**config.mk**
```make
export PLATFORM = sky130hd
export DESIGN_NAME = source_token_lexer_core
export DESIGN_NICKNAME = d
export VERILOG_FILES = /design/src/rtl/core/stlx_pkg.sv /design/src/rtl/core/source_token_lexer_core.sv /design/src/rtl/core/stlx_intake.sv /design/src/rtl/core/stlx_engine.sv /design/src/rtl/core/stlx_result_queue.sv
export VERILOG_INCLUDE_DIRS = /design/src /design/src/rtl/core
export SDC_FILE = /design/constraint.sdc
export NUM_CORES = 2
export LEC_CHECK = 0
export CAP_MARGIN = 20
export CORE_AREA = 4 4 325 327
export DETAILED_ROUTE_END_ITERATION = 7
export DIE_AREA = 0 0 329 331
export DONT_BUFFER_PORTS = 1
export PLACE_DENSITY = 0.75
export SLEW_MARGIN = 0
export SYNTH_ARGS = -nofsm -noshare
export SYNTH_HDL_FRONTEND = slang
export SYNTH_SLANG_ARGS = --single-unit
export TNS_END_PERCENT = 20
```
**constraint.sdc**
```tcl
create_clock -name clk -period 11.7 [get_ports clk]
set_input_delay 0.585 -clock clk [delete_from_list [all_inputs] [get_ports clk]]
set_output_delay 0.585 -clock clk [all_outputs]
set_load 0.02 [all_outputs]
```
**src/rtl/core/source_token_lexer_core_macros.svh**
```systemverilog
// Assertion macros used by the source token lexer top level.
`ifndef SOURCE_TOKEN_LEXER_CORE_MACROS_SVH
`define SOURCE_TOKEN_LEXER_CORE_MACROS_SVH
`ifndef NO_ASSERTIONS
// Same-cycle implication, checked outside reset.
`define STLX_ASSERT_IMPLY(label, clk, rst, cond, expr) \
  label: assert property (@(posedge clk) disable iff (rst) (cond) |-> (expr)) \
    else $error("lexer check failed");
// Next-cycle implication, checked outside reset.
`define STLX_ASSERT_NEXT(label, clk, rst, cond, expr) \
  label: assert property (@(posedge clk) disable iff (rst) (cond) |=> (expr)) \
    else $error("lexer check failed");
`else
`define STLX_ASSERT_IMPLY(label, clk, rst, cond, expr)
`define STLX_ASSERT_NEXT(label, clk, rst, cond, expr)
`endif
`endif

```
**src/rtl/core/stlx_pkg.sv**
```systemverilog
// Types, constants and pattern table of the source token lexer.
`default_nettype none
package stlx_pkg;

  localparam int LOOKAHEAD     = 8;
  localparam int SPAN          = 8;
  localparam int LINE_BITS     = 24;
  localparam int POS_BITS      = 32;
  localparam int MAX_RESULTS   = 9;
  localparam int STEP_LIMIT    = 4 * LOOKAHEAD + 16;
  localparam int WIN_BITS      = 8 * LOOKAHEAD;
  localparam int FILL_BITS     = $clog2(LOOKAHEAD + 1);
  localparam int GUARD_BITS    = $clog2(STEP_LIMIT + 1);
  localparam int COUNT_BITS    = $clog2(MAX_RESULTS + 1);
  localparam int N_PATTERNS    = 50;
  localparam int QUEUE_DEPTH   = 4;
  localparam int QPTR_BITS     = $clog2(QUEUE_DEPTH);
  localparam int QCNT_BITS     = $clog2(QUEUE_DEPTH + 1);

  // Token kinds with a meaning of their own.
  localparam logic [5:0] K_INT   = 6'd0;
  localparam logic [5:0] K_BOOL  = 6'd1;
  localparam logic [5:0] K_STR   = 6'd2;
  localparam logic [5:0] K_IDENT = 6'd51;
  localparam logic [5:0] K_END   = 6'd52;

  // Error codes.
  localparam logic [1:0] ERR_NONE   = 2'd0;
  localparam logic [1:0] ERR_HEX    = 2'd1;
  localparam logic [1:0] ERR_UNTERM = 2'd2;

  typedef enum logic [3:0] {
    M_IDLE   = 4'd0,
    M_LINE   = 4'd1,
    M_BLOCK  = 4'd2,
    M_HEX    = 4'd3,
    M_HEXBAD = 4'd4,
    M_DEC    = 4'd5,
    M_STR    = 4'd6,
    M_IDENT  = 4'd7,
    M_DONE   = 4'd8
  } scan_mode_t;

  typedef enum logic {
    ENG_WAIT = 1'b0,
    ENG_RUN  = 1'b1
  } eng_state_t;

  typedef struct packed {
    logic [7:0] data;
    logic       fin;
  } src_item_t;

  typedef struct packed {
    logic [5:0]           kind;
    logic [LINE_BITS-1:0] line;
    logic [63:0]          value;
    logic                 sign;
    logic [POS_BITS-1:0]  start;
    logic [15:0]          length;
    logic [1:0]           err;
    logic                 last;
  } result_t;

  typedef struct packed {
    logic [WIN_BITS-1:0]  text;
    logic [FILL_BITS-1:0] len;
    logic [5:0]           kind;
    logic                 val;
  } pattern_t;

  function automatic logic is_dig(input logic [7:0] c);
    return (c >= "0") && (c <= "9");
  endfunction

  function automatic logic is_alnum(input logic [7:0] c);
    return is_dig(c) || ((c >= "a") && (c <= "z")) || ((c >= "A") && (c <= "Z"));
  endfunction

  // Left-justifies a pattern so that its first byte lines up with the window head.
  function automatic pattern_t pat(input logic [WIN_BITS-1:0] t, input int unsigned n,
                                   input logic [5:0] k, input logic v);
    pattern_t p;
    p.text = t << (WIN_BITS - 8 * n);
    p.len  = FILL_BITS'(n);
    p.kind = k;
    p.val  = v;
    return p;
  endfunction

  // Keyword and operator table in priority order.
  function automatic pattern_t pattern_entry(input logic [5:0] idx);
    pattern_t p;
    unique case (idx)
      6'd0:  p = pat(WIN_BITS'("true"), 4, 6'd1, 1'b1);
      6'd1:  p = pat(WIN_BITS'("false"), 5, 6'd1, 1'b0);
      6'd2:  p = pat(WIN_BITS'("let"), 3, 6'd3, 1'b0);
      6'd3:  p = pat(WIN_BITS'("cast"), 4, 6'd4, 1'b0);
      6'd4:  p = pat(WIN_BITS'("sizeof"), 6, 6'd5, 1'b0);
      6'd5:  p = pat(WIN_BITS'("extern"), 6, 6'd6, 1'b0);
      6'd6:  p = pat(WIN_BITS'("if"), 2, 6'd7, 1'b0);
      6'd7:  p = pat(WIN_BITS'("else"), 4, 6'd8, 1'b0);
      6'd8:  p = pat(WIN_BITS'("while"), 5, 6'd9, 1'b0);
      6'd9:  p = pat(WIN_BITS'("break"), 5, 6'd10, 1'b0);
      6'd10: p = pat(WIN_BITS'("continue"), 8, 6'd11, 1'b0);
      6'd11: p = pat(WIN_BITS'("func"), 4, 6'd12, 1'b0);
      6'd12: p = pat(WIN_BITS'("return"), 6, 6'd13, 1'b0);
      6'd13: p = pat(WIN_BITS'("struct"), 6, 6'd14, 1'b0);
      6'd14: p = pat(WIN_BITS'("<<"), 2, 6'd15, 1'b0);
      6'd15: p = pat(WIN_BITS'(">>"), 2, 6'd16, 1'b0);
      6'd16: p = pat(WIN_BITS'("<="), 2, 6'd17, 1'b0);
      6'd17: p = pat(WIN_BITS'(">="), 2, 6'd18, 1'b0);
      6'd18: p = pat(WIN_BITS'("<"), 1, 6'd19, 1'b0);
      6'd19: p = pat(WIN_BITS'(">"), 1, 6'd20, 1'b0);
      6'd20: p = pat(WIN_BITS'("&&"), 2, 6'd21, 1'b0);
      6'd21: p = pat(WIN_BITS'("||"), 2, 6'd22, 1'b0);
      6'd22: p = pat(WIN_BITS'("=="), 2, 6'd23, 1'b0);
      6'd23: p = pat(WIN_BITS'("!="), 2, 6'd24, 1'b0);
      6'd24: p = pat(WIN_BITS'("++"), 2, 6'd25, 1'b0);
      6'd25: p = pat(WIN_BITS'("--"), 2, 6'd26, 1'b0);
      6'd26: p = pat(WIN_BITS'("+="), 2, 6'd27, 1'b0);
      6'd27: p = pat(WIN_BITS'("-="), 2, 6'd28, 1'b0);
      6'd28: p = pat(WIN_BITS'("*="), 2, 6'd29, 1'b0);
      6'd29: p = pat(WIN_BITS'("/="), 2, 6'd30, 1'b0);
      6'd30: p = pat(WIN_BITS'("->"), 2, 6'd31, 1'b0);
      6'd31: p = pat(WIN_BITS'("."), 1, 6'd32, 1'b0);
      6'd32: p = pat(WIN_BITS'("("), 1, 6'd33, 1'b0);
      6'd33: p = pat(WIN_BITS'(")"), 1, 6'd34, 1'b0);
      6'd34: p = pat(WIN_BITS'("{"), 1, 6'd35, 1'b0);
      6'd35: p = pat(WIN_BITS'("}"), 1, 6'd36, 1'b0);
      6'd36: p = pat(WIN_BITS'("+"), 1, 6'd37, 1'b0);
      6'd37: p = pat(WIN_BITS'("-"), 1, 6'd38, 1'b0);
      6'd38: p = pat(WIN_BITS'("*"), 1, 6'd39, 1'b0);
      6'd39: p = pat(WIN_BITS'("/"), 1, 6'd40, 1'b0);
      6'd40: p = pat(WIN_BITS'("%"), 1, 6'd41, 1'b0);
      6'd41: p = pat(WIN_BITS'("!"), 1, 6'd42, 1'b0);
      6'd42: p = pat(WIN_BITS'("&"), 1, 6'd43, 1'b0);
      6'd43: p = pat(WIN_BITS'("|"), 1, 6'd44, 1'b0);
      6'd44: p = pat(WIN_BITS'("^"), 1, 6'd45, 1'b0);
      6'd45: p = pat(WIN_BITS'("~"), 1, 6'd46, 1'b0);
      6'd46: p = pat(WIN_BITS'("="), 1, 6'd47, 1'b0);
      6'd47: p = pat(WIN_BITS'(","), 1, 6'd48, 1'b0);
      6'd48: p = pat(WIN_BITS'(":"), 1, 6'd49, 1'b0);
      6'd49: p = pat(WIN_BITS'(";"), 1, 6'd50, 1'b0);
      default: p = '0;
    endcase
    return p;
  endfunction

endpackage
`default_nettype wire

```
**src/rtl/core/source_token_lexer_core.sv**
```systemverilog
// Top level of the streaming source token lexer.
//
// Source bytes enter through a queue port: a transaction completes when push is
// high and full is low. Tokens leave through a second queue port: the oldest
// token is on the result ports while empty is low and is taken when pop is high.
// Each token carries kind, line, value, sign, text offset and length, an error
// code, and last_of_run on the final token caused by one input byte.
// A four-entry intake queue feeds the scanner engine, which runs one scan step
// per cycle while the result queue is not full, on an eight-byte lookahead window;
// a four-entry result queue drains it. A byte that only fills the window causes
// no scan step, and a byte that continues a literal, identifier, string or comment
// causes one. A byte with end_of_source set flushes the window.
// The first token of a byte passes through the intake queue, the engine's held
// result register and the result queue before it reaches the result ports.
// The synchronous reset empties both queues and returns the scanner to line one,
// offset zero. When the receiver stops popping, the result queue fills, the
// engine holds, and full rises once the intake queue is also full.
`default_nettype none
`include "source_token_lexer_core_macros.svh"
module source_token_lexer_core (
  input  logic        clk,
  input  logic        rst,
  input  logic        push,
  output logic        full,
  input  logic [7:0]  char_byte,
  input  logic        end_of_source,
  output logic        empty,
  input  logic        pop,
  output logic [5:0]  token_kind,
  output logic [23:0] line_number,
  output logic [63:0] token_value,
  output logic        negative_sign,
  output logic [31:0] text_start,
  output logic [15:0] text_length,
  output logic [1:0]  error_code,
  output logic        last_of_run
);
  import stlx_pkg::*;

  logic      in_valid;
  src_item_t in_item;
  logic      in_pop;
  logic      res_full;
  logic      res_push;
  result_t   res_item;
  result_t   head;

  // Front: byte intake.
  stlx_intake u_intake (
    .clk           (clk),
    .rst           (rst),
    .push          (push),
    .full          (full),
    .char_byte     (char_byte),
    .end_of_source (end_of_source),
    .item_valid    (in_valid),
    .item          (in_item),
    .item_pop      (in_pop)
  );

  // Back: scanner.
  stlx_engine u_engine (
    .clk      (clk),
    .rst      (rst),
    .in_valid (in_valid),
    .in_item  (in_item),
    .in_pop   (in_pop),
    .res_full (res_full),
    .res_push (res_push),
    .res_item (res_item)
  );

  // Output queue.
  stlx_result_queue u_results (
    .clk     (clk),
    .rst     (rst),
    .wr      (res_push),
    .wr_item (res_item),
    .full    (res_full),
    .empty   (empty),
    .pop     (pop),
    .rd_item (head)
  );

  // Result fields.
  assign token_kind    = head.kind;
  assign line_number   = head.line;
  assign token_value   = head.value;
  assign negative_sign = head.sign;
  assign text_start    = head.start;
  assign text_length   = head.length;
  assign error_code    = head.err;
  assign last_of_run   = head.last;

  // Checks on the engine hand-offs and result contents.
  `STLX_ASSERT_IMPLY(a_no_push_full, clk, rst, res_push, !res_full)
  `STLX_ASSERT_IMPLY(a_no_pop_empty, clk, rst, in_pop, in_valid)
  `STLX_ASSERT_IMPLY(a_line_nonzero, clk, rst, !empty, line_number != 24'd0)

endmodule
`default_nettype wire

```
**src/rtl/core/stlx_intake.sv**
```systemverilog
// Front queue that takes source bytes and holds them for the lexer engine.
`default_nettype none
module stlx_intake (
  input  logic                clk,
  input  logic                rst,
  input  logic                push,
  output logic                full,
  input  logic [7:0]          char_byte,
  input  logic                end_of_source,
  output logic                item_valid,
  output stlx_pkg::src_item_t item,
  input  logic                item_pop
);
  import stlx_pkg::*;

  src_item_t             slots [QUEUE_DEPTH];
  logic [QPTR_BITS-1:0]  wr_ptr;
  logic [QPTR_BITS-1:0]  rd_ptr;
  logic [QCNT_BITS-1:0]  count;
  logic                  do_push;
  logic                  do_pop;

  // Handshake qualifiers.
  assign full       = (count == QCNT_BITS'(QUEUE_DEPTH));
  assign item_valid = (count != '0);
  assign item       = slots[rd_ptr];
  assign do_push    = push && !full;
  assign do_pop     = item_pop && item_valid;

  // Storage, written only on an accepted transaction.
  always_ff @(posedge clk) begin
    if (do_push) begin
      slots[wr_ptr] <= '{data: char_byte, fin: end_of_source};
    end
  end

  // Pointers and occupancy.
  always_ff @(posedge clk) begin
    if (rst) begin
      wr_ptr <= '0;
      rd_ptr <= '0;
      count  <= '0;
    end else begin
      if (do_push) wr_ptr <= wr_ptr + 1'b1;
      if (do_pop)  rd_ptr <= rd_ptr + 1'b1;
      count <= count + QCNT_BITS'(do_push) - QCNT_BITS'(do_pop);
    end
  end

endmodule
`default_nettype wire

```
**src/rtl/core/stlx_engine.sv**
```systemverilog
// Back end: lookahead window and scanner that turns bytes into token results.
`default_nettype none
module stlx_engine (
  input  logic                clk,
  input  logic                rst,
  input  logic                in_valid,
  input  stlx_pkg::src_item_t in_item,
  output logic                in_pop,
  input  logic                res_full,
  output logic                res_push,
  output stlx_pkg::result_t   res_item
);
  import stlx_pkg::*;

  // Step control.
  eng_state_t             eng_state;
  logic                   fin_r;
  logic [COUNT_BITS-1:0]  n_cnt;
  logic [GUARD_BITS-1:0]  guard;
  logic                   pend_v;
  result_t                pend;

  // Lexer state.
  scan_mode_t             mode;
  logic [WIN_BITS-1:0]    win;
  logic [FILL_BITS-1:0]   fill;
  logic [LINE_BITS-1:0]   line;
  logic [POS_BITS-1:0]    pos;
  logic [63:0]            acc;
  logic                   minus;
  logic [POS_BITS-1:0]    tbegin;

  // Next values from one scan step.
  scan_mode_t             mode_next;
  logic [WIN_BITS-1:0]    win_next;
  logic [FILL_BITS-1:0]   fill_next;
  logic [LINE_BITS-1:0]   line_next;
  logic [POS_BITS-1:0]    pos_next;
  logic [63:0]            acc_next;
  logic                   minus_next;
  logic [POS_BITS-1:0]    tbegin_next;
  logic                   a_cont;
  logic                   a_emit;
  result_t                a_res;

  logic                   pm_hit;
  pattern_t               pm;
  logic                   stop;
  logic                   stall;
  logic [WIN_BITS-1:0]    win_load;
  logic                   can_load;

  // Priority match of the window head against the keyword and operator table.
  always_comb begin
    pattern_t            e;
    logic [WIN_BITS-1:0] m;
    pm_hit = 1'b0;
    pm     = '0;
    for (int i = N_PATTERNS - 1; i >= 0; i--) begin
      e = pattern_entry(6'(i));
      m = ~({WIN_BITS{1'b1}} >> (8 * e.len));
      if ((win & m) == e.text) begin
        pm_hit = 1'b1;
        pm     = e;
      end
    end
  end

  // One scan step on the current window.
  always_comb begin
    logic [7:0]           h;
    logic [7:0]           c1;
    logic [7:0]           c2;
    logic [FILL_BITS-1:0] tk;
    logic [FILL_BITS-1:0] k;
    logic                 do_fin;
    logic [1:0]           fin_err;
    logic [LINE_BITS-1:0] line_inc;
    logic [63:0]          d;
    logic [POS_BITS-1:0]  diff;
    logic [15:0]          tlen;
    logic                 win_full;

    h        = win[WIN_BITS-1 -: 8];
    c1       = win[WIN_BITS-9 -: 8];
    c2       = win[WIN_BITS-17 -: 8];
    win_full = (fill >= FILL_BITS'(SPAN));
    line_inc = (line != {LINE_BITS{1'b1}}) ? line + 1'b1 : line;
    diff     = pos - tbegin;
    tlen     = (diff > POS_BITS'(16'hFFFF)) ? 16'hFFFF : diff[15:0];
    d        = '0;
    tk       = '0;
    do_fin   = 1'b0;
    fin_err  = ERR_NONE;

    a_cont      = 1'b0;
    a_emit      = 1'b0;
    a_res       = '0;
    a_res.line  = line;
    mode_next   = mode;
    line_next   = line;
    acc_next    = acc;
    minus_next  = minus;
    tbegin_next = tbegin;

    if (mode == M_DONE || n_cnt >= COUNT_BITS'(MAX_RESULTS)) begin
      a_cont = 1'b0;
    end else if (mode == M_IDLE) begin
      if (fill == '0 && !fin_r) begin
        a_cont = 1'b0;
      end else if (h == 8'd0) begin
        do_fin = 1'b1;
      end else if (!win_full && !fin_r) begin
        a_cont = 1'b0;
      end else begin
        a_cont = 1'b1;
        if (h == " " || h == 8'h09 || h == 8'h0D || h == 8'h0A) begin
          if (h == 8'h0A) line_next = line_inc;
          tk = FILL_BITS'(1);
        end else if (h == "/" && c1 == "/") begin
          tk        = FILL_BITS'(2);
          mode_next = M_LINE;
        end else if (h == "/" && c1 == "*") begin
          tk        = FILL_BITS'(2);
          mode_next = M_BLOCK;
        end else if (h == "0" && c1 == "x") begin
          tk        = FILL_BITS'(2);
          acc_next  = '0;
          mode_next = M_HEX;
        end else if (is_dig(h)) begin
          acc_next   = '0;
          minus_next = 1'b0;
          mode_next  = M_DEC;
        end else if ((h == "+" || h == "-") && is_dig(c1)) begin
          acc_next   = '0;
          minus_next = (h == "-");
          tk         = FILL_BITS'(1);
          mode_next  = M_DEC;
        end else if (h == "\"") begin
          tk          = FILL_BITS'(1);
          tbegin_next = pos + POS_BITS'(1);
          mode_next   = M_STR;
        end else if (h == "'") begin
          if (c1 == 8'd0 || c2 == 8'd0) begin
            do_fin  = 1'b1;
            fin_err = ERR_UNTERM;
          end else begin
            a_emit      = 1'b1;
            a_res.kind  = K_INT;
            a_res.value = {56'd0, c1};
            tk          = FILL_BITS'(3);
          end
        end else if (pm_hit) begin
          a_emit      = 1'b1;
          a_res.kind  = pm.kind;
          a_res.value = {63'd0, pm.val};
          tk          = pm.len;
        end else begin
          tbegin_next = pos;
          tk          = FILL_BITS'(1);
          mode_next   = M_IDENT;
        end
      end
    end else if (fill == '0 && !fin_r) begin
      a_cont = 1'b0;
    end else begin
      a_cont = 1'b1;
      unique case (mode) inside
        M_LINE: begin
          if (h == 8'd0 || h == 8'h0D || h == 8'h0A) mode_next = M_IDLE;
          else tk = FILL_BITS'(1);
        end
        M_BLOCK: begin
          if (fill < FILL_BITS'(2) && !fin_r) begin
            a_cont = 1'b0;
          end else if (h == 8'd0) begin
            do_fin  = 1'b1;
            fin_err = ERR_UNTERM;
          end else if (h == "*" && c1 == "/") begin
            tk        = FILL_BITS'(2);
            mode_next = M_IDLE;
          end else begin
            if (h == 8'h0A) line_next = line_inc;
            tk = FILL_BITS'(1);
          end
        end
        M_HEX, M_HEXBAD: begin
          if (is_alnum(h)) begin
            if (is_dig(h)) d = {60'd0, h[3:0]};
            else if (h >= "a" && h <= "f") d = 64'(h - "a" + 8'd10);
            else if (h >= "A" && h <= "F") d = 64'(h - "A" + 8'd10);
            else mode_next = M_HEXBAD;
            acc_next = {acc[59:0], 4'd0} + d;
            tk       = FILL_BITS'(1);
          end else begin
            a_emit      = 1'b1;
            a_res.kind  = K_INT;
            a_res.value = acc;
            a_res.err   = (mode == M_HEXBAD) ? ERR_HEX : ERR_NONE;
            mode_next   = M_IDLE;
          end
        end
        M_DEC: begin
          if (is_dig(h)) begin
            acc_next = {acc[60:0], 3'd0} + {acc[62:0], 1'b0} + {60'd0, h[3:0]};
            tk       = FILL_BITS'(1);
          end else begin
            a_emit      = 1'b1;
            a_res.kind  = K_INT;
            a_res.value = minus ? (64'd0 - acc) : acc;
            a_res.sign  = minus;
            mode_next   = M_IDLE;
          end
        end
        M_STR: begin
          if (h == 8'd0) begin
            do_fin  = 1'b1;
            fin_err = ERR_UNTERM;
          end else begin
            if (h == "\"") begin
              a_emit       = 1'b1;
              a_res.kind   = K_STR;
              a_res.start  = tbegin;
              a_res.length = tlen;
              mode_next    = M_IDLE;
            end
            tk = FILL_BITS'(1);
          end
        end
        M_IDENT: begin
          if (is_alnum(h) || h == "_") begin
            tk = FILL_BITS'(1);
          end else begin
            a_emit       = 1'b1;
            a_res.kind   = K_IDENT;
            a_res.start  = tbegin;
            a_res.length = tlen;
            mode_next    = M_IDLE;
          end
        end
        default: mode_next = M_IDLE;
      endcase
    end

    // End of source: end token, window flushed, scanner parked.
    if (do_fin) begin
      a_cont     = 1'b1;
      a_emit     = 1'b1;
      a_res      = '0;
      a_res.line = line;
      a_res.kind = K_END;
      a_res.err  = fin_err;
      mode_next  = M_DONE;
    end

    // Consume bytes from the window head.
    k         = (tk > fill) ? fill : tk;
    win_next  = do_fin ? '0 : (win << {k, 3'b000});
    fill_next = do_fin ? '0 : fill - k;
    pos_next  = pos + POS_BITS'(k);
  end

  // A new byte lands at the first free slot of the window.
  assign can_load = (mode != M_DONE) && (fill < FILL_BITS'(LOOKAHEAD));
  assign win_load = can_load ? (win | ({in_item.data, {(WIN_BITS-8){1'b0}}} >> {fill, 3'b000}))
                             : win;

  // Step sequencing and output hand-off.
  assign stall    = res_full;
  assign stop     = (guard == GUARD_BITS'(STEP_LIMIT)) || !a_cont;
  assign in_pop   = !stall && in_valid && ((eng_state == ENG_WAIT) || (stop && !fin_r));
  assign res_push = !stall && (eng_state == ENG_RUN) && pend_v && (stop || a_emit);

  always_comb begin
    res_item      = pend;
    res_item.last = stop;
  end

  // Held result payload.
  always_ff @(posedge clk) begin
    if (!stall && eng_state == ENG_RUN && !stop && a_emit) begin
      pend <= a_res;
    end
  end

  // Control and lexer state.
  always_ff @(posedge clk) begin
    if (rst) begin
      eng_state <= ENG_WAIT;
      fin_r     <= 1'b0;
      n_cnt     <= '0;
      guard     <= '0;
      pend_v    <= 1'b0;
      mode      <= M_IDLE;
      win       <= '0;
      fill      <= '0;
      line      <= LINE_BITS'(1);
      pos       <= '0;
      acc       <= '0;
      minus     <= 1'b0;
      tbegin    <= '0;
    end else if (!stall) begin
      if (eng_state == ENG_RUN && !stop) begin
        mode   <= mode_next;
        win    <= win_next;
        fill   <= fill_next;
        line   <= line_next;
        pos    <= pos_next;
        acc    <= acc_next;
        minus  <= minus_next;
        tbegin <= tbegin_next;
        guard  <= guard + 1'b1;
        n_cnt  <= n_cnt + COUNT_BITS'(a_emit);
        if (a_emit) pend_v <= 1'b1;
      end else begin
        if (eng_state == ENG_RUN) pend_v <= 1'b0;
        if (eng_state == ENG_RUN && fin_r) begin
          eng_state <= ENG_WAIT;
          fin_r     <= 1'b0;
          mode      <= M_IDLE;
          win       <= '0;
          fill      <= '0;
          line      <= LINE_BITS'(1);
          pos       <= '0;
          acc       <= '0;
          minus     <= 1'b0;
          tbegin    <= '0;
        end else if (in_valid) begin
          win       <= win_load;
          fill      <= can_load ? fill + 1'b1 : fill;
          fin_r     <= in_item.fin;
          n_cnt     <= '0;
          guard     <= '0;
          eng_state <= ENG_RUN;
        end else begin
          eng_state <= ENG_WAIT;
        end
      end
    end
  end

endmodule
`default_nettype wire

```
**src/rtl/core/stlx_result_queue.sv**
```systemverilog
// Result queue between the lexer engine and the output ports.
`default_nettype none
module stlx_result_queue (
  input  logic              clk,
  input  logic              rst,
  input  logic              wr,
  input  stlx_pkg::result_t wr_item,
  output logic              full,
  output logic              empty,
  input  logic              pop,
  output stlx_pkg::result_t rd_item
);
  import stlx_pkg::*;

  result_t               slots [QUEUE_DEPTH];
  logic [QPTR_BITS-1:0]  wr_ptr;
  logic [QPTR_BITS-1:0]  rd_ptr;
  logic [QCNT_BITS-1:0]  count;
  logic                  do_wr;
  logic                  do_rd;

  // Occupancy flags and head entry.
  assign full    = (count == QCNT_BITS'(QUEUE_DEPTH));
  assign empty   = (count == '0);
  assign rd_item = slots[rd_ptr];
  assign do_wr   = wr && !full;
  assign do_rd   = pop && !empty;

  // Storage.
  always_ff @(posedge clk) begin
    if (do_wr) begin
      slots[wr_ptr] <= wr_item;
    end
  end

  // Pointers and count.
  always_ff @(posedge clk) begin
    if (rst) begin
      wr_ptr <= '0;
      rd_ptr <= '0;
      count  <= '0;
    end else begin
      if (do_wr) wr_ptr <= wr_ptr + 1'b1;
      if (do_rd) rd_ptr <= rd_ptr + 1'b1;
      count <= count + QCNT_BITS'(do_wr) - QCNT_BITS'(do_rd);
    end
  end

endmodule
`default_nettype wire
```
# Word-level counts from Yosys, hierarchy flattened
# Memories as Yosys holds them, arrays and structs flattened. A register that Yosys moved wholly into a read port is not among the register bits.
# Cells that the tools add are included.
[word_totals] ff_bits=397 ram_bits=620 in_bits=13 out_inout_bits=148 wordCells=651 n_memories=2
[memory_table] name="u_results.slots" depth=4 width=146 rd=1 rd_clocked_by_memory_dff=1 write_ports=1 line="stlx_result_queue.sv:15" rtl="result_t slots [QUEUE_DEPTH];"
[memory_table] name="u_intake.slots" depth=4 width=9 rd=1 rd_clocked_by_memory_dff=1 write_ports=1 line="stlx_intake.sv:16" rtl="src_item_t slots [QUEUE_DEPTH];"
[op_classes] n_addsub=24 order_cmp=16 eq_ne=121 shifts=2 muxes=376 n_bitwise=5 n_reduce_logical=78
[ops] operator="$mux W64" n=43
[ops] operator="$mux W32" n=17
[ops] operator="$mux W11" n=49
[ops] operator="$mux W24" n=15
[ops] operator="$pmux W64 S2" n=2
[ops] operator="$eq A16 B14 Y1 const B" n=14
[ops] operator="$mux W4" n=56
[ops] operator="$eq A48 B47 Y1 const B" n=4
[ops] operator="$eq A8 B6 Y1 const B" n=22
[ops] operator="$mux W48" n=3
[ops] operator="$mux W1" n=130
[ops] operator="$add A64 B4 Y64 const B" n=2
[ops] operator="$add A64 B64 Y64" n=2
[ops] operator="$eq A32 B31 Y1 const B" n=4
[ops] operator="$eq A40 B39 Y1 const B" n=3
[ops] operator="$mux W6" n=20
[ops] operator="$mux W115" n=1
[ops] operator="$pmux W48 S2" n=1
[ops] operator="$mux W65" n=1
[ops] operator="$add A64 B4 Y64" n=1
[ops] operator="$eq A64 B63 Y1 const B" n=1
[ops] operator="$or A64 B64 Y64" n=1
[ops] operator="$shl A64 B7 Y64" n=1
[ops] operator="$shr A64 B7 Y64" n=1
[ops] operator="other kinds (73)" n=228

# Depth between registers and ports, before layout
[depth] word_depth=71 mapped_depth=37 depth_no_buf=30

# Hierarchy
# From an unflattened synthesis, not the netlist that was laid out.
[hier_totals] hier_cells=4923 hier_area_um2=55254.2
[by_module_without_submodules] module="stlx_engine" n_inst=1 cells_per_inst=4014 area_per_inst_um2=31983.2 seq_area_each_um2=9118.7
[by_module_without_submodules] module="stlx_result_queue" n_inst=1 cells_per_inst=813 area_per_inst_um2=21501.9 seq_area_each_um2=17717.0
[by_module_without_submodules] module="stlx_intake" n_inst=1 cells_per_inst=96 area_per_inst_um2=1769.2 seq_area_each_um2=1261.2

# Least setup slack after synthesis
# Ideal clock, no wire load.
[synth_path] path_type="register to register" start="register u_engine.win[56]" end="register u_engine.pend, in the netlist u_engine.res_item[100], enable pin" setup_time_ns=0.652 arrival_time_ns=8.991 t_required_ns=11.048 path_slack_ns=2.057 path_stages_with_launch=17 n_path_buf=4 period_less_slack_ns=9.643 cell_sequence="dfxtp_1 > clkbuf_1 > inv_1 > ha_1 > clkbuf_1 > clkbuf_1 > nor3b_1 > nand3_1 > nor4_1 > a21oi_1 > nand2_1 > or3b_1 > clkbuf_1 > o211ai_1 > a31oi_1 > inv_1 > nor2_1"
[synth_via] elab_chain_cells=67 word_cells_on_any_way=178 classes_between="order compare (6); eq/ne (58); mux (94); reduce/logical (20)"
[synth_rtl] item="from (decl)" line="stlx_engine.sv:25" rtl="logic [WIN_BITS-1:0] win;"
[synth_rtl] item="from (signal assigned)" line="stlx_engine.sv:305" rtl="win <= win_next;"
[synth_rtl] item="from (signal assigned)" line="stlx_engine.sv:329" rtl="win <= win_load;"
[synth_rtl] item="$eq A8 B6 Y1" line="stlx_engine.sv:62" rtl="if ((win & m) == e.text) begin"
[synth_rtl] item="$mux W1 (50 in series)" line="stlx_engine.sv:62"
[synth_rtl] item="$mux W1" line="stlx_engine.sv:153" rtl="end else if (pm_hit) begin"
[synth_rtl] item="$mux W1" line="stlx_engine.sv:143" rtl="end else if (h == \"'\") begin"
[synth_rtl] item="$mux W1" line="stlx_engine.sv:139" rtl="end else if (h == \"\\\"\") begin"
[synth_rtl] item="$mux W1" line="stlx_engine.sv:134" rtl="end else if ((h == \"+\" || h == \"-\") && is_dig(c1)) begin"
[synth_rtl] item="$mux W1" line="stlx_engine.sv:130" rtl="end else if (is_dig(h)) begin"
[synth_rtl] item="$mux W1" line="stlx_engine.sv:126" rtl="end else if (h == \"0\" && c1 == \"x\") begin"
[synth_rtl] item="[... 2 more ...]"
[synth_rtl] item="$mux W1" line="stlx_engine.sv:117" rtl="if (h == \" \" || h == 8'h09 || h == 8'h0D || h == 8'h0A) begin"
[synth_rtl] item="$mux W1" line="stlx_engine.sv:113" rtl="end else if (!win_full && !fin_r) begin"
[synth_rtl] item="$mux W1" line="stlx_engine.sv:111" rtl="end else if (h == 8'd0) begin"
[synth_rtl] item="$mux W1" line="stlx_engine.sv:109" rtl="if (fill == '0 && !fin_r) begin"
[synth_rtl] item="$mux W1" line="stlx_engine.sv:108" rtl="end else if (mode == M_IDLE) begin"
[synth_rtl] item="$mux W1" line="stlx_engine.sv:106" rtl="if (mode == M_DONE || n_cnt >= COUNT_BITS'(MAX_RESULTS)) begin"
[synth_rtl] item="$mux W1" line="stlx_engine.sv:246" rtl="if (do_fin) begin"
[synth_rtl] item="$logic_and A1 B1 Y1 *" line="stlx_engine.sv:281" rtl="if (!stall && eng_state == ENG_RUN && !stop && a_emit) begin"
[synth_rtl] item="to (signal assigned)" line="stlx_engine.sv:282" rtl="pend <= a_res;"
[synth_rtl] item="to (decl)" line="stlx_engine.sv:21" rtl="result_t pend;"
# Mark *: on every way between the ends. The rest lies on a longest branch, timed or not.
# A chain may end at the register's enable or synchronous reset.

# Worst setup path in the final report
[layout_path] start="register u_engine.win[57]" end="register u_engine.pos[24]"
[layout_via] elab_chain_cells=69 word_cells_on_any_way=238 classes_between="add/sub (1); order compare (7); eq/ne (58); mux (148); reduce/logical (24)"
[layout_rtl] item="$eq A8 B6 Y1" line="stlx_engine.sv:62"
[layout_rtl] item="$mux W8 or $mux W1 (tied branches)" line="stlx_engine.sv:62"
[layout_rtl] item="$mux W11 or $mux W1 (tied branches) (49 in series)" line="stlx_engine.sv:62"
[layout_rtl] item="$mux W4" line="stlx_engine.sv:153"
[layout_rtl] item="$mux W4" line="stlx_engine.sv:143"
[layout_rtl] item="$mux W4" line="stlx_engine.sv:139"
[layout_rtl] item="$mux W4" line="stlx_engine.sv:134"
[layout_rtl] item="$mux W4" line="stlx_engine.sv:130"
[layout_rtl] item="[... 5 more ...]"
[layout_rtl] item="$mux W4" line="stlx_engine.sv:111"
[layout_rtl] item="$mux W4" line="stlx_engine.sv:109"
[layout_rtl] item="$mux W4" line="stlx_engine.sv:108"
[layout_rtl] item="$mux W4" line="stlx_engine.sv:106"
[layout_rtl] item="$gt A4 B4 Y1" line="stlx_engine.sv:257" rtl="k = (tk > fill) ? fill : tk;"
[layout_rtl] item="$mux W4" line="stlx_engine.sv:257"
[layout_rtl] item="$add A32 B4 Y32" line="stlx_engine.sv:260" rtl="pos_next = pos + POS_BITS'(k);"
[layout_rtl] item="$mux W32" line="stlx_engine.sv:303" rtl="if (eng_state == ENG_RUN && !stop) begin"
[layout_rtl] item="to (signal assigned)" line="stlx_engine.sv:308" rtl="pos <= pos_next;"
[layout_rtl] item="to (decl)" line="stlx_engine.sv:28" rtl="logic [POS_BITS-1:0] pos;"
# Parallel ways exist; a longest one is shown, timed or not.

==> impl_metrics.ini <==
[outcome]
status = complete, no violations

[floorplan]
fp-row-count = 118
initial_core_util_pct = 54.6
io_pins = 161
chipHeight_um = 331
die-area_mm2 = 0.109
coreArea_mm2 = 0.103
die_w_um = 329

[synth]
synth_warnings = 0
syn_inst = 5089
synth_top_family_by_area = compound AO/OA/AOI/OAI gates
async_reset_ff_share_pct = 0
synth_enable_flop_cells = 765
synth_mux_area_share_pct = 7.53
synth-simple-area-share_pct = 14.2
synthesis.area_mm2 = 0.0562
yosys_most_used_dff = edfxtp_1
synth.distinct_cells = 109
synth_xor_area_share_pct = 3.49
synth-adder-area-share_pct = 6.32
syn-num-nets = 5381
ys_seq_area_share_pct = 50.0
avgSynthCellArea_um2 = 11.0
synth_compound_gate_area_share_pct = 15.3
ys_ff_latch = 1021

[sta]
slew_violations = 0
setup_viol = 0
rsz0062_at_grt = no
min_period_ns = 9.16
hold_violations = 0
fin_worst_skew_ns = 0.0365
slew_headroom_pct = 19.8
period_share_pct = 78.3
fmax_ghz = 0.109
setup-tns-final_ns = 0
max_slew.worst_pin.slew_ns = 1.19

[clock_tree]
tritoncts = done
cts_sinks = 1021
cts_buffers = 103
insertion_delay_ns = 0.71
cts.repair.resized = 0
cts_setup_buffers = 0
clk_root_buffer_cell = clkbuf_16
cts_buffer_depth = 3
clk_pin_slew_ns = 0.06
cts.htree.levels = 3

[route]
topRoutingLayerUsed = met5
num_vias = 43500
route.detailed.drc = 0
met1_length_um = 70000
drtPass1Iterations = 6
wirelength_um = 171000
ant_nets = 0
drt_iter0_markers = 5359
wl_met2_um = 76600
wl_met3_um = 17300
vias_per_cell = 6.73
wl_per_cell_um = 26.5

[power_and_ir_drop]
p_total_mw = 11.0
ir_worst_vdd_mv = 0.173
p_leak_nw = 21.5
p_per_area_mw_per_mm2 = 181

[global_route]
grt_pass1_vias = 41200
antenna_found_initial = 4
grt_max_degree = 130
overflow = 0
grt_use_total_pct = 30.7
grt_pass1_wl_um = 258000

[hold_path]
hp-class = input port to register

[placed_design]
portBuffers = 0
gp_congestion = 0.992
place_hpwl_um = 115000

[cells_and_area]
area_growth_pct = 8.47
final_common_cell = edfxtp_1
mostFrequentLayoutCells = edfxtp_1 (765), nor2_1 (467), nand2_1 (386)
fin_nets = 5273
final_layout_size_suffix_gt1_share_pct = 9.47

[flow_run]
maxCapViolCount = 0

[setup_path]
critPathMaxFanout = 52
crit_slowest_cell = dfxtp_1
worst_setup_path_start_kind = register
cp_data_arrival_time_ns = 9.73
cpPeakStageDelay_ns = 0.62
critical_path_class = register to register
cp-end-kind = register
critical_path_required_ns = 12.27
## what timing repair did
item | in CTS | in global routing
hold buffers | 12 | 0
endpoints found under the setup margin | 0 | 0
endpoints found under the hold margin | 43 | 0
## flip-flops by register name (all words and copies together) (netlist names), 6 cells and up, named ones only
name	flops
u_engine.line	24
u_engine.acc	64
u_intake.slots	36
u_engine.res_item	145
u_engine.win	64
u_results.slots	584
u_engine.pos	32
u_engine.tbegin	32
u_engine.guard	6
## where the power goes
part / total (mW) / switching, mW / internal, mW
Combinational: 3.53 / 2.35 / 1.18
Sequential: 4.23 / 0.245 / 3.99
Clock: 3.28 / 1.44 / 1.83
## cells in the mapped netlist (14+ instances only)
cell type  instances  area, um2
or2_2             20        125
buf_2             27        135
or4_1             18        135
nor3_1           141        706
edfxtp_1         765      23000
o22ai_1           50        313
dfxtp_1          256       5120
nand2_1          388       1460
o21a_1            30        225
a311oi_1          38        333
or3_1             64        400
a41oi_1           21        184
ha_1             271       3390
nor4_1            44        275
xnor2_1          114        998
a221oi_1          17        149
mux4_2           155       3490
a21o_1            95        713
xor2_1           110        963
and3_1            62        388
nor2b_1           44        275
nand3_1          122        611
a22o_1            20        175
o21ai_0          213       1070
a31oi_1           53        332
a21oi_1          348       1740
nand2b_1          33        206
nor2_1           470       1760
clkbuf_1         221        830
a211oi_1          52        390
o31ai_1           37        278
a22oi_1           54        405
buf_1             32        120
o21bai_1          28        210
and2_1            37        231
o211ai_1          20        150
o21ai_1           14       70.1
inv_1            136        510
mux2i_1           72        721
nand4_1           60        375
## logic make-up (layout without fill, tap and decap cells)
family	count (synthesis)	count (layout)
buffers and inverters	436	416
AOI/OAI and AO/OA	1286	1286
xor gates and xnor gates	224	224
DFF	1021	1021
and+or+nand+nor	1614	1614
other	0	5
adders and majority gates	279	279
muxes	229	229
## worst max-delay path, delay by kind of cell, from the launching register on
family	cells	cell delay [ns]
AO/OA/AOI/OAI	8	2.02
XOR/XNOR	1	0.15
adder cells (fa/ha/maj)	4	1.29
buffers and inverters	5	1.33
flip-flops	1	0.62
AND/OR/NAND/NOR	13	3.54
## per-layer routing
| layer | global-route usage [%] | vias up |
|---|---|---|
| met3 | 5.56 | 466 |
| met1 | 43.4 | 21200 |
| met4 | 11.6 | 4 |
| met5 | 0 | - |
| li1 | - | 19300 |
| met2 | 47.7 | 2450 |
## worst paths after layout
check	startpoint	end	slack, ns	depth (start not counted)
setup reg to reg	u_engine.win[57]	u_engine.pos[24]	2.54	31
hold / removal	rst	u_intake.wr_ptr[0]	0.07	1
hold reg to reg	u_engine.line[22]	u_engine.res_item[138]	0.48	0
setup / recovery	u_engine.win[57]	u_engine.pos[24]	2.54	31
## area by class of cell
type / count / area, um2
Antenna cell: 5 / 12.5
Clock buffer: 136 / 2800
Clock inverter: 57 / 558
Fill cell: 8172 / 41900
Inverter: 140 / 526
Multi-Input combinational cell: 3632 / 26500
Sequential cell: 1021 / 28100
Tap cell: 1380 / 1730
Timing Repair Buffer: 83 / 711
## metrics by stage
step	utilization, %	instance area, um2	instances	hold slack (ns)	setup WS [ns]
global placement	55.8	57400	6242	0.447	2.98
floorplan	-	56200	5089	0.431	2.06
CTS	59.2	60900	6447	0.00224	2.72
finish	59.2	61000	6454	0.0699	2.54
global route	59.2	60900	6449	0.0327	1.84
detailed placement	55.8	57400	6242	0.456	2.76
Power figures use the tool's default switching activity.
